--- config.mk ---
export PLATFORM = sky130hd
export DESIGN_NAME = bba_ctrl
export DESIGN_NICKNAME = d
export VERILOG_FILES = /design/src/sv/bba_pkg.sv /design/src/sv/bba_ctrl.sv
export SDC_FILE = /design/constraint.sdc
export NUM_CORES = 1
export LEC_CHECK = 0
export ABC_AREA = 1
export BUFFER_PORTS_ARGS = -buffer_cell sky130_fd_sc_hd__buf_2
export CAP_MARGIN = 25
export CORE_MARGIN = 2
export CORE_UTILIZATION = 35
export DETAILED_ROUTE_END_ITERATION = 12
export GPL_ROUTABILITY_DRIVEN = 0
export SKIP_LAST_GASP = 1
export SYNTH_ARGS = -nofsm -noshare
export SYNTH_HDL_FRONTEND = slang
export SYNTH_SLANG_ARGS = --single-unit
export TNS_END_PERCENT = 30
--- constraint.sdc ---
create_clock -name clk -period 1.9 [get_ports clk]
set_clock_uncertainty 0.05 [all_clocks]
set_input_delay 0.38 -clock clk [delete_from_list [all_inputs] [get_ports clk]]
set_output_delay 0.38 -clock clk [all_outputs]
set_load 0.005 [all_outputs]
--- src/sv/bba_pkg.sv ---
`default_nettype none

package bba_pkg;

	localparam int TOP_ORDER   = 10;
	localparam int TOP_BLOCKS  = 32;
	localparam int MIN_LOG2    = 7;
	localparam int HEADER      = 40;
	localparam int GRAN_W      = 15;
	localparam int GRANULES    = TOP_BLOCKS << TOP_ORDER;
	localparam int ORD_W       = 4;
	localparam int OFF_W       = 22;
	localparam int REQ_W       = 18;

	typedef enum logic [1:0] {
		ST_OK       = 2'd0,
		ST_NO_BLOCK = 2'd1,
		ST_BAD      = 2'd2,
		ST_DUP_FREE = 2'd3
	} status_t;

	typedef struct packed {
		logic             head;
		logic             free;
		logic [ORD_W-1:0] order;
	} gran_t;

	localparam int GRAN_BITS = $bits(gran_t);

	typedef struct packed {
		logic    load;
		logic    clr;
		logic    walk_init;
		logic    walk_rd;
		logic    walk_upd;
		logic    split_init;
		logic    split_step;
		logic    free_rd;
		logic    free_chk;
		logic    buddy_rd;
		logic    merge;
		logic    free_fin;
		logic    emit;
		status_t code;
	} cmd_t;

	typedef struct packed {
		logic clr_last;
		logic is_free_op;
		logic bad_in;
		logic walk_end;
		logic found;
		logic split_end;
		logic head;
		logic free;
		logic at_top;
		logic buddy_ok;
	} sts_t;

endpackage

`default_nettype wire

--- src/sv/bba_ctrl.sv ---
`default_nettype none

module bba_ctrl (
	input  wire logic          clk,
	input  wire logic          arst_n,
	input  wire logic          start,
	output logic               busy,
	output logic               done,
	input  wire bba_pkg::sts_t sts,
	output bba_pkg::cmd_t      cmd
);

	import bba_pkg::*;

	typedef enum logic [11:0] {
		S_CLEAR  = 12'b0000_0000_0001,
		S_IDLE   = 12'b0000_0000_0010,
		S_DISP   = 12'b0000_0000_0100,
		S_A_RD   = 12'b0000_0000_1000,
		S_A_CHK  = 12'b0000_0001_0000,
		S_A_END  = 12'b0000_0010_0000,
		S_SPLIT  = 12'b0000_0100_0000,
		S_F_RD   = 12'b0000_1000_0000,
		S_F_CHK  = 12'b0001_0000_0000,
		S_M_TEST = 12'b0010_0000_0000,
		S_M_CHK  = 12'b0100_0000_0000,
		S_F_FIN  = 12'b1000_0000_0000
	} state_t;

	state_t state_q, state_d;
	logic   done_q;

	always_comb begin
		state_d  = state_q;
		cmd      = '0;
		cmd.code = ST_OK;
		unique case (state_q)
			S_CLEAR: begin
				cmd.clr = 1'b1;
				if (sts.clr_last) begin
					state_d = S_IDLE;
				end
			end
			S_IDLE: begin
				if (start) begin
					cmd.load = 1'b1;
					state_d  = S_DISP;
				end
			end
			S_DISP: begin
				if (sts.bad_in) begin
					cmd.emit = 1'b1;
					cmd.code = ST_BAD;
					state_d  = S_IDLE;
				end else if (sts.is_free_op) begin
					state_d = S_F_RD;
				end else begin
					cmd.walk_init = 1'b1;
					state_d       = S_A_RD;
				end
			end
			S_A_RD: begin
				cmd.walk_rd = 1'b1;
				state_d     = S_A_CHK;
			end
			S_A_CHK: begin
				cmd.walk_upd = 1'b1;
				state_d      = sts.walk_end ? S_A_END : S_A_RD;
			end
			S_A_END: begin
				if (sts.found) begin
					cmd.split_init = 1'b1;
					state_d        = S_SPLIT;
				end else begin
					cmd.emit = 1'b1;
					cmd.code = ST_NO_BLOCK;
					state_d  = S_IDLE;
				end
			end
			S_SPLIT: begin
				cmd.split_step = 1'b1;
				if (sts.split_end) begin
					cmd.emit = 1'b1;
					state_d  = S_IDLE;
				end
			end
			S_F_RD: begin
				cmd.free_rd = 1'b1;
				state_d     = S_F_CHK;
			end
			S_F_CHK: begin
				if (!sts.head) begin
					cmd.emit = 1'b1;
					cmd.code = ST_BAD;
					state_d  = S_IDLE;
				end else if (sts.free) begin
					cmd.emit = 1'b1;
					cmd.code = ST_DUP_FREE;
					state_d  = S_IDLE;
				end else begin
					cmd.free_chk = 1'b1;
					state_d      = S_M_TEST;
				end
			end
			S_M_TEST: begin
				if (sts.at_top) begin
					state_d = S_F_FIN;
				end else begin
					cmd.buddy_rd = 1'b1;
					state_d      = S_M_CHK;
				end
			end
			S_M_CHK: begin
				if (sts.buddy_ok) begin
					cmd.merge = 1'b1;
					state_d   = S_M_TEST;
				end else begin
					state_d = S_F_FIN;
				end
			end
			S_F_FIN: begin
				cmd.free_fin = 1'b1;
				cmd.emit     = 1'b1;
				state_d      = S_IDLE;
			end
			default: begin
				state_d = S_IDLE;
			end
		endcase
	end

	always_ff @(posedge clk or negedge arst_n) begin
		if (!arst_n) begin
			state_q <= S_CLEAR;
			done_q  <= 1'b0;
		end else begin
			state_q <= state_d;
			done_q  <= cmd.emit;
		end
	end

	assign busy = (state_q != S_IDLE);
	assign done = done_q;

	a_done_pulse: assert property (@(posedge clk) disable iff (!arst_n)
		done |=> !done)
		else $error("result strobe held for two cycles");

	a_accept_disp: assert property (@(posedge clk) disable iff (!arst_n)
		(start && !busy) |=> (state_q == S_DISP))
		else $error("accepted transfer not dispatched");

	a_clear_busy: assert property (@(posedge clk) disable iff (!arst_n)
		(state_q == S_CLEAR) |-> (busy && !done))
		else $error("activity during clearing pass");

endmodule

`default_nettype wire

==> results of run 1 <==
Yosys cell counts:
| cell type | n |
|---|---|
| nand4_1 | 1 |
| dfrtp_1 | 12 |
| nand2_2 | 4 |
| inv_1 | 30 |
| nor2_1 | 21 |
| nand2_4 | 1 |
| nor2_8 | 1 |
| or2_4 | 1 |
| o22ai_1 | 1 |
| nor2_2 | 3 |
| and2_1 | 1 |
| nand3b_1 | 1 |
| o22ai_2 | 1 |
| nand2_1 | 29 |
| nand3_1 | 7 |
| nor2_4 | 4 |
| nor3_1 | 4 |
| a21oi_2 | 1 |
| dfstp_2 | 1 |
| nand3_2 | 2 |
| o21ai_0 | 4 |
registers in the layout (all words and copies together) (netlist names):
register and cells:
state_q 12, done 1
logic make-up (layout without fill, tap and decap cells):
logic type      count (synthesis)  count (layout)
buf+inv                        30              74
simple gates                   80              80
flops                          13              13
compound gates                  7               7
cells in the final DEF (no fill, tap or decap), types with 2 or more instances in the layout:
cell	n
nor2_4	4
inv_1	30
o21ai_0	3
nand2_1	29
nand3_2	4
nand2_4	2
nor3_1	3
buf_2	29
nor2_2	8
nand3_1	5
clkbuf_4	3
dfrtp_1	12
nand2_2	3
nor2_1	16
buf_4	10
per-stage QoR:
stage | instances | total power (W) | setup TNS (ps)
after global routing | 204 | 0.00106 | -1690
after global placement | 189 | 0.000712 | 0
after floorplan | 130 | 0.000610 | 0
after detailed placement | 189 | 0.000713 | 0
after CTS | 199 | 0.000916 | -296
final | 204 | 0.000976 | -334
power by group through the flow:
| stage | sequential (W) | combinational, W | clock (W) |
|---|---|---|---|
| finish | 0.000331 | 0.000472 | 0.000173 |
| global route | 0.000333 | 0.000540 | 0.000189 |
| CTS | 0.000327 | 0.000410 | 0.000179 |
| detailed placement | 0.000333 | 0.000380 | 0 |
| global placement | 0.000332 | 0.000380 | 0 |
| floorplan | 0.000330 | 0.000280 | 0 |
layout make-up:
type                    count  area share
repair buffers             40       0.188
flip-flops and latches     13       0.267
inverters                  30      0.0919
well taps                  30      0.0306
clock buffers               4      0.0215
multi-input cells          87       0.401
per-layer routing:
metal | GRT usage | vias to the layer above
met1 | 0.190 | 432
met2 | 0.313 | 25
met5 | 0 | -
met3 | 0.0574 | 4
met4 | 0.0583 | 0
li1 | - | 482
what timing repair did:
item / CTS / global route
pin swaps: 3 / 7
resized for setup: 4 / 6
buffers inserted: 5 / 5
hold buffers: 1 / 0
endpoints found under the hold margin: 12 / 0
setup endpoints to repair: 5 / 16
final timing paths:
kind	startpoint	end	cells past startpoint
min	sts[1]	state_q[10]$_DFFE_PN0P_	2
max in group asynchronous	arst_n	state_q[0]$_DFFE_PN1P_	2
max reg2reg	state_q[0]$_DFFE_PN1P_	state_q[1]$_DFFE_PN0P_	9
max	state_q[0]$_DFFE_PN1P_	cmd[2]	8
min in group asynchronous	arst_n	state_q[8]$_DFFE_PN0P_	2
min reg2reg	state_q[0]$_DFFE_PN1P_	state_q[0]$_DFFE_PN1P_	4
==> impl_metrics.yaml, run 1 <==
status:
  run_status: "complete, but fails checks"
  violations: "negative setup slack"
sta:
  fin_crit_ps: 2010
  finalSetupViolCount: 5
  hold_viol: 0
  worstMarginPinSlew_ps: 290
  maxSlewHeadroom: 0.806
  rsz0062_at_grt: "yes"
  whs_ps: 226
  clock.fmax_mhz: 498
  setup_slack_ps: -108
  maxSlewViolCount: 0
  timing.final.crit_share: 1.06
layout:
  final_nets: 188
  regArea_um2: 327
  syn_to_final_growth_pct: 36.4
  stdcell_area_um2: 1220
  fin_util: 0.499
  multi_input_area_um2: 492
  fill_cells: 248
  drive_gt1_frac: 0.397
  n_antenna_cell: 0
critical_path:
  critPathSlowestCell: "dfstp_2"
  cp_num_buf_inv: 2
  r2r_slack_ps: 350
  critPathRequiredTime_ps: 1470
  path_cells: "inv_1 -> nand2_1 -> nor2_1 -> nand3_1 -> nand3_2 -> nor2_1 -> nand2_1 -> buf_2"
  criticalPathCategory: "flip-flop to output pin"
  cp_slowest_stage_delay_ps: 560
  cp.arrival_ps: 1580
  critPathTopFamily: "flip-flops"
  end_kind: "output pin"
  cp_max_fo: 3
  worst_setup_path_start_kind: "flip-flop"
clocking:
  clk_latency_ps: 280
  path_clk_slew_ps: 80
  clock_sinks: 13
  cts_made_buffers: 3
  htree_num_levels: 1
  clockBufferDepth: 2
  root_buffer: "clkbuf_4"
  cts_tree: "yes"
drt:
  highest_layer: "met4"
  wirelength_mm: 2.13
  antenna_left: 0
  dr.pass1.iters: 4
  wl_met2_mm: 1.13
  viasPerCell: 4.62
  wl_met1_um: 839
  dr_wl_met3_um: 107
  drt-wirelength-per-cell_um: 10.4
  drc: 0
  vias: 943
  drt_iter0_markers: 13
min_path:
  holdCritPathClass: "primary input to flip-flop"
global_route:
  grt_overflow: 0
  grt_use_total: 0.174
  grt_pass1_wl_mm: 3.69
  grt_max_degree: 14
  antenna_found_initial: 0
  grt_pass1_vias: 919
synth:
  synthAdderAreaFrac: 0
  synth_area_leaders: "dfrtp_1 33%, inv_1 13%, nand2_1 12%"
  mappedNetlistNets: 143
  syn_inst: 130
  syn_avg_cell_area_um2: 6.91
  synth_mux_area_frac: 0
  synth_xor_area_frac: 0
  ys_ff_latch: 13
  ys_seq_area_frac: 0.364
  syn_area_um2: 898
  yosys.area.top_type_share: 0.334
  yosys.area_share.simple: 0.458
  synth-compound-area-share: 0.0529
  yosysWarningCount: 0
  synth_top_family_by_area: "simple AND/OR/NAND/NOR gates"
  synth_area_leader_cell: "dfrtp_1"
  synthDistinctLibCells: 21
die:
  fp.dieH_um: 54.7
  dieArea_um2: 2990
  initial_core_util: 0.366
  pin_count: 30
  num_rows: 18
  coreArea_um2: 2450
  die_x_um: 54.7
pwr:
  clock_power_share: 0.177
  ir_drop_mv: 0.619
  power_frac_comb: 0.484
  intPower_w: 0.000606
  pwr-share-seq: 0.339
  power.switching_w: 0.000370
  p_leak_nw: 0.769
  powerDensity_nw_per_um2: 797
  switching_share: 0.379
placement:
  post_dp_cell_area_um2: 1080
  hpwl_mm: 1.65
  portBuffers: 29
  pre_cts_ws_ps: 150
run:
  drv_cap: 0
No activity file was read; power rests on OpenSTA's default activity.
==> run 2: changes to the inputs <==
--- a/config.mk
+++ b/config.mk
@@ -10,6 +10,7 @@
 export CAP_MARGIN = 25
 export CORE_MARGIN = 2
 export CORE_UTILIZATION = 35
+export CTS_BUF_LIST = sky130_fd_sc_hd__clkbuf_8
 export DETAILED_ROUTE_END_ITERATION = 12
 export GPL_ROUTABILITY_DRIVEN = 0
 export SKIP_LAST_GASP = 1
==> run 2 against run 1 <==
  * The run still ends with negative setup slack left
  * Sequential power barely moved
  * Clock-buffer cell count shrank 1
  * Worst setup slack improved by 28 ps
  * Cell area increased by 2.1%
  * Clock power increased by 41%
  * Sequential share of layout area fell by 0.56 points
  * Critical path depth is 1 lower
  * Wire length grew 3.1%
  * Global-route usage increased by 0.17 points
  * Via count is 0.21% higher
  * Critical path type unchanged
  * Largest cell class unchanged
  * Highest routed layer unchanged
==> impl_metrics.yaml, run 2 (same netlist as run 1, synthesis figures left out) <==
critical_path:
  rr_worst_depth: 9
  criticalPathCategory: "flip-flop to output pin"
  r2r_slack_ps: 350
  rr_endpoint: "state_q[1]$_DFFE_PN0P_"
  end_kind: "output pin"
  crit_end: "cmd[12]"
  r2r-start: "state_q[0]$_DFFE_PN1P_"
  cp_max_fo: 4
  worst_setup_path_start_kind: "flip-flop"
  critPathRequiredTime_ps: 1470
  crit_start: "state_q[5]$_DFFE_PN0P_"
  cp.arrival_ps: 1550
die:
  die_x_um: 54.7
  coreArea_um2: 2450
  dieArea_um2: 2990
  num_rows: 18
  fp.dieH_um: 54.7
  initial_core_util: 0.366
  pin_count: 30
layout:
  drive_gt1_frac: 0.392
  fill_cells: 240
  layout_common_cells: "31 x inv_1, 29 x nand2_1, 29 x buf_2, 17 x nor2_1"
  fin_util: 0.510
  largest_register_ffs: 12
  n_antenna_cell: 0
  regMostFlops: "state_q"
  final_common_cell: "inv_1"
  final_nets: 190
  syn_to_final_growth_pct: 39.3
drt:
  drt-wirelength-per-cell_um: 10.7
  vias: 945
  drc: 0
  viasPerCell: 4.59
  wirelength_mm: 2.20
  dr.pass1.iters: 4
  antenna_left: 0
  drt_iter0_markers: 9
clocking:
  htree_num_levels: 1
  clk_latency_ps: 240
  cts_tree: "yes"
  root_buffer: "clkbuf_8"
  path_clk_slew_ps: 60
  clockBufferDepth: 2
  cts_made_buffers: 3
  clock_sinks: 13
pwr:
  power_w: 0.00105
  powerDensity_nw_per_um2: 840
  intPower_w: 0.000672
  power.switching_w: 0.000379
  power_frac_comb: 0.453
  ir_drop_mv: 0.590
  pwr-share-seq: 0.315
  p_leak_nw: 0.787
  clock_power_share: 0.232
  switching_share: 0.361
min_path:
  holdCritPathClass: "primary input to flip-flop"
  hp-start: "sts[1]"
global_route:
  antenna_found_initial: 0
  grt_overflow: 0
  grt_use_total: 0.176
  grt_max_degree: 14
  grt_pass1_wl_mm: 3.68
  grt_pass1_vias: 906
status:
  run_status: "complete, but fails checks"
  violations: "negative setup slack"
placement:
  portBuffers: 29
  hpwl_mm: 1.65
  pre_cts_ws_ps: 150
sta:
  worstMarginPinSlew_ps: 294
  setup_slack_ps: -80.0
  finalSetupTns_ps: -296
  finalSetupViolCount: 6
  whs_ps: 264
  maxSlewViolCount: 0
  rsz0062_at_grt: "yes"
  fin_crit_ps: 1980
  hold_viol: 0
  clock.fmax_mhz: 505
  maxSlewHeadroom: 0.804
  timing.final.crit_share: 1.04
run:
  drv_cap: 0
[run 2: cell count changes in the layout (fill, tap and decap cells not counted), sizes merged]
cell,delta
inv,+1
buf,+2
clkbuf,-1
[run 2: per-stage QoR]
step	instances	instance area, µm²
after floorplan	130	898
after global placement	189	1080
after detailed placement	189	1080
after CTS	199	1190
after global routing	206	1250
final	206	1250
[run 2: worst max-delay path, stage by stage, from the launching register on]
cell	delay [ps]
dfrtp_1	380
nor2_1	190
nand2_4	110
nor2_8	140
nand2_2	60
or2_4	250
nor2_2	70
buf_2	110
[run 2: worst min-delay path by stage]
stage / cells after the start / end / slack (ps)
after global placement: 1 / state_q[1]$_DFFE_PN0P_ / 230
after global routing: 2 / state_q[10]$_DFFE_PN0P_ / 270
final: 2 / state_q[10]$_DFFE_PN0P_ / 260
after CTS: 2 / state_q[10]$_DFFE_PN0P_ / 260
after floorplan: 0 / done$_DFF_PN0_ / 30
after detailed placement: 1 / state_q[1]$_DFFE_PN0P_ / 240
[run 2: layout make-up]
type                            count  area [µm²]  share of cell area
Multi-Input combinational cell     87         484               0.387
Sequential cell                    13         327               0.261
Timing Repair Buffer               42         245               0.196
Inverter                           30         113              0.0900
Clock buffer                        3        41.3              0.0330
Tap cell                           30        37.5              0.0300
Clock inverter                      1        3.75             0.00300
[run 2: what timing repair did]
item                                    in CTS  in global routing
endpoints found under the setup margin       2                 16
gates resized for setup                      3                  5
pin swaps                                    4                  9
hold buffers                                 1                  0
setup buffers                                5                  7
hold endpoints to repair                    12                  0
[run 2: power by group through the flow]
stage | clock (W) | sequential (W) | combinational (W)
final | 0.000244 | 0.000331 | 0.000476
after CTS | 0.000251 | 0.000328 | 0.000415
after global placement | 0 | 0.000332 | 0.000380
after detailed placement | 0 | 0.000333 | 0.000380
after floorplan | 0 | 0.000330 | 0.000280
after global routing | 0.000264 | 0.000335 | 0.000542
[run 2: layer usage]
layer | wire length [µm] | vias up | GRT usage | part of all wire
li1 | - | 482 | - | -
met1 | 849 | 432 | 0.186 | 0.39
met2 | 1180 | 23 | 0.317 | 0.54
met3 | 105 | 8 | 0.0574 | 0.048
met4 | 65 | 0 | 0.0708 | 0.030
met5 | 0 | - | 0 | 0
==> run 3: changes to the inputs <==
--- a/config.mk
+++ b/config.mk
@@ -13,6 +13,7 @@
 export CTS_BUF_LIST = sky130_fd_sc_hd__clkbuf_8
 export DETAILED_ROUTE_END_ITERATION = 12
 export GPL_ROUTABILITY_DRIVEN = 0
+export SKIP_CTS_REPAIR_TIMING = 1
 export SKIP_LAST_GASP = 1
 export SYNTH_ARGS = -nofsm -noshare
 export SYNTH_HDL_FRONTEND = slang
==> run 3 against run 2 <==
  * The flow still finishes with violations (negative setup slack)
  * Sequential cell count unchanged
  * Register-to-register slack got worse by 20 ps
  * Largest cell class unchanged
  * Sequential share of layout area increased by 1.3 points
  * Clock power about the same
==> impl_metrics.yaml, run 3 (same netlist as run 1, synthesis figures left out) <==
drt:
  vias: 912
  antenna_left: 0
  drt-wirelength-per-cell_um: 10.3
  viasPerCell: 4.56
  dr.pass1.iters: 4
  wirelength_mm: 2.05
  drc: 0
  drt_iter0_markers: 17
pwr:
  ir_drop_mv: 0.575
  powerDensity_nw_per_um2: 844
  p_leak_nw: 0.758
layout:
  layout_common_cells: "31 x inv_1, 29 x nand2_1, 29 x buf_2, 20 x nor2_1, 12 x dfrtp_1"
  drive_gt1_frac: 0.353
  syn_to_final_growth_pct: 32.9
  final_common_cell: "inv_1"
  largest_register_ffs: 12
  fin_cells: 200
  final_nets: 184
  fin_util: 0.486
  regMostFlops: "state_q"
  n_antenna_cell: 0
critical_path:
  cp_num_buf_inv: 1
  cp.arrival_ps: 1540
  worst_setup_path_start_kind: "flip-flop"
  rr_endpoint: "state_q[1]$_DFFE_PN0P_"
  r2r_slack_ps: 330
  cp_max_fo: 6
  critPathRequiredTime_ps: 1470
  critPathTopFamily: "simple AND/OR/NAND/NOR gates"
  r2r-start: "state_q[0]$_DFFE_PN1P_"
  end_kind: "output pin"
  rr_worst_depth: 9
  cp_slowest_stage_delay_ps: 420
  criticalPathCategory: "flip-flop to output pin"
  critPathSlowestCell: "dfrtp_1"
  path_cells: "nor2_4 -> nand2_4 -> nor2_4 -> nand3_2 -> nand3_2 -> nor2_1 -> nand2_1 -> buf_2"
sta:
  setup_slack_ps: -72.9
  clock.fmax_mhz: 507
  finalSetupViolCount: 4
  timing.final.crit_share: 1.04
  finalSetupTns_ps: -255
  worstMarginPinSlew_ps: 295
  rsz0062_at_grt: "yes"
  maxSlewViolCount: 0
  fin_crit_ps: 1970
  maxSlewHeadroom: 0.803
  hold_viol: 0
clocking:
  cts_tree: "yes"
  clk_latency_ps: 240
  path_clk_slew_ps: 60
  clock_sinks: 13
  htree_num_levels: 1
  root_buffer: "clkbuf_8"
  cts_made_buffers: 3
  clockBufferDepth: 2
die:
  num_rows: 18
  die_x_um: 54.7
  initial_core_util: 0.366
  coreArea_um2: 2450
  pin_count: 30
  fp.dieH_um: 54.7
  dieArea_um2: 2990
global_route:
  grt_max_degree: 14
  grt_overflow: 0
  grt_use_total: 0.170
  grt_pass1_vias: 847
  grt_pass1_wl_mm: 3.56
  antenna_found_initial: 0
status:
  violations: "negative setup slack"
  run_status: "complete, but fails checks"
run:
  drv_cap: 0
placement:
  portBuffers: 29
  hpwl_mm: 1.65
  dpl.cell_count: 189
min_path:
  holdCritPathClass: "primary input to flip-flop"
  hold_depth: 2
  hp-start: "sts[1]"
  hold_end: "state_q[10]$_DFFE_PN0P_"
==> run 3: cell types whose count changed in the layout (fill, tap and decap cells not counted) <==
cell     before  now
nor2_1       17   20
nand2_2       3    4
nand2_4       2    1
nor2_2        7    4
buf_4        12    6
==> run 3: metal layers <==
layer,vias up,part of all wire,GRT usage
met5,-,0,0
li1,469,-,-
met4,0,0.0049,0.0375
met2,19,0.53,0.310
met1,421,0.42,0.190
met3,3,0.047,0.0574
==> run 3: final cells by class <==
cell class / count / area (µm²)
clock buffer: 3 / 41.3
clock inverter: 1 / 3.75
fill: 242 / 1260
inverter: 30 / 113
multi-input combinational: 87 / 472
sequential: 13 / 327
tap: 30 / 37.5
timing repair buffer: 36 / 200
==> run 3: through the flow <==
step	cell area (µm²)	power (W)	hold WS, ps	worst slack, ps
CTS	1130	0.000961	-24.3	-134
floorplan	898	0.000610	34.4	301
detailed placement	1080	0.000713	240	150
global placement	1080	0.000712	233	166
global route	1190	0.00110	265	-202
finish	1190	0.00101	265	-72.9
==> run 3: worst max-delay path by stage <==
| stage | to | slack, ps | cells after the start | startpoint |
|---|---|---|---|---|
| 2_1_floorplan | cmd[12] | 300 | 6 | state_q[9]$_DFFE_PN0P_ |
| 3_3_place_gp | cmd[2] | 170 | 8 | state_q[2]$_DFFE_PN0P_ |
| 3_5_place_dp | cmd[12] | 150 | 7 | state_q[9]$_DFFE_PN0P_ |
| 4_1_cts | cmd[12] | -130 | 7 | state_q[9]$_DFFE_PN0P_ |
| 5_1_grt | cmd[2] | -200 | 8 | state_q[6]$_DFFE_PN0P_ |
| 6_report | cmd[2] | -70 | 8 | state_q[8]$_DFFE_PN0P_ |
==> run 3: where the power goes <==
part,internal [W],switching (W),total [W]
clock,0.000143,0.000103,0.000246
sequential,0.000307,0.0000228,0.000330
combinational,0.000186,0.000245,0.000431
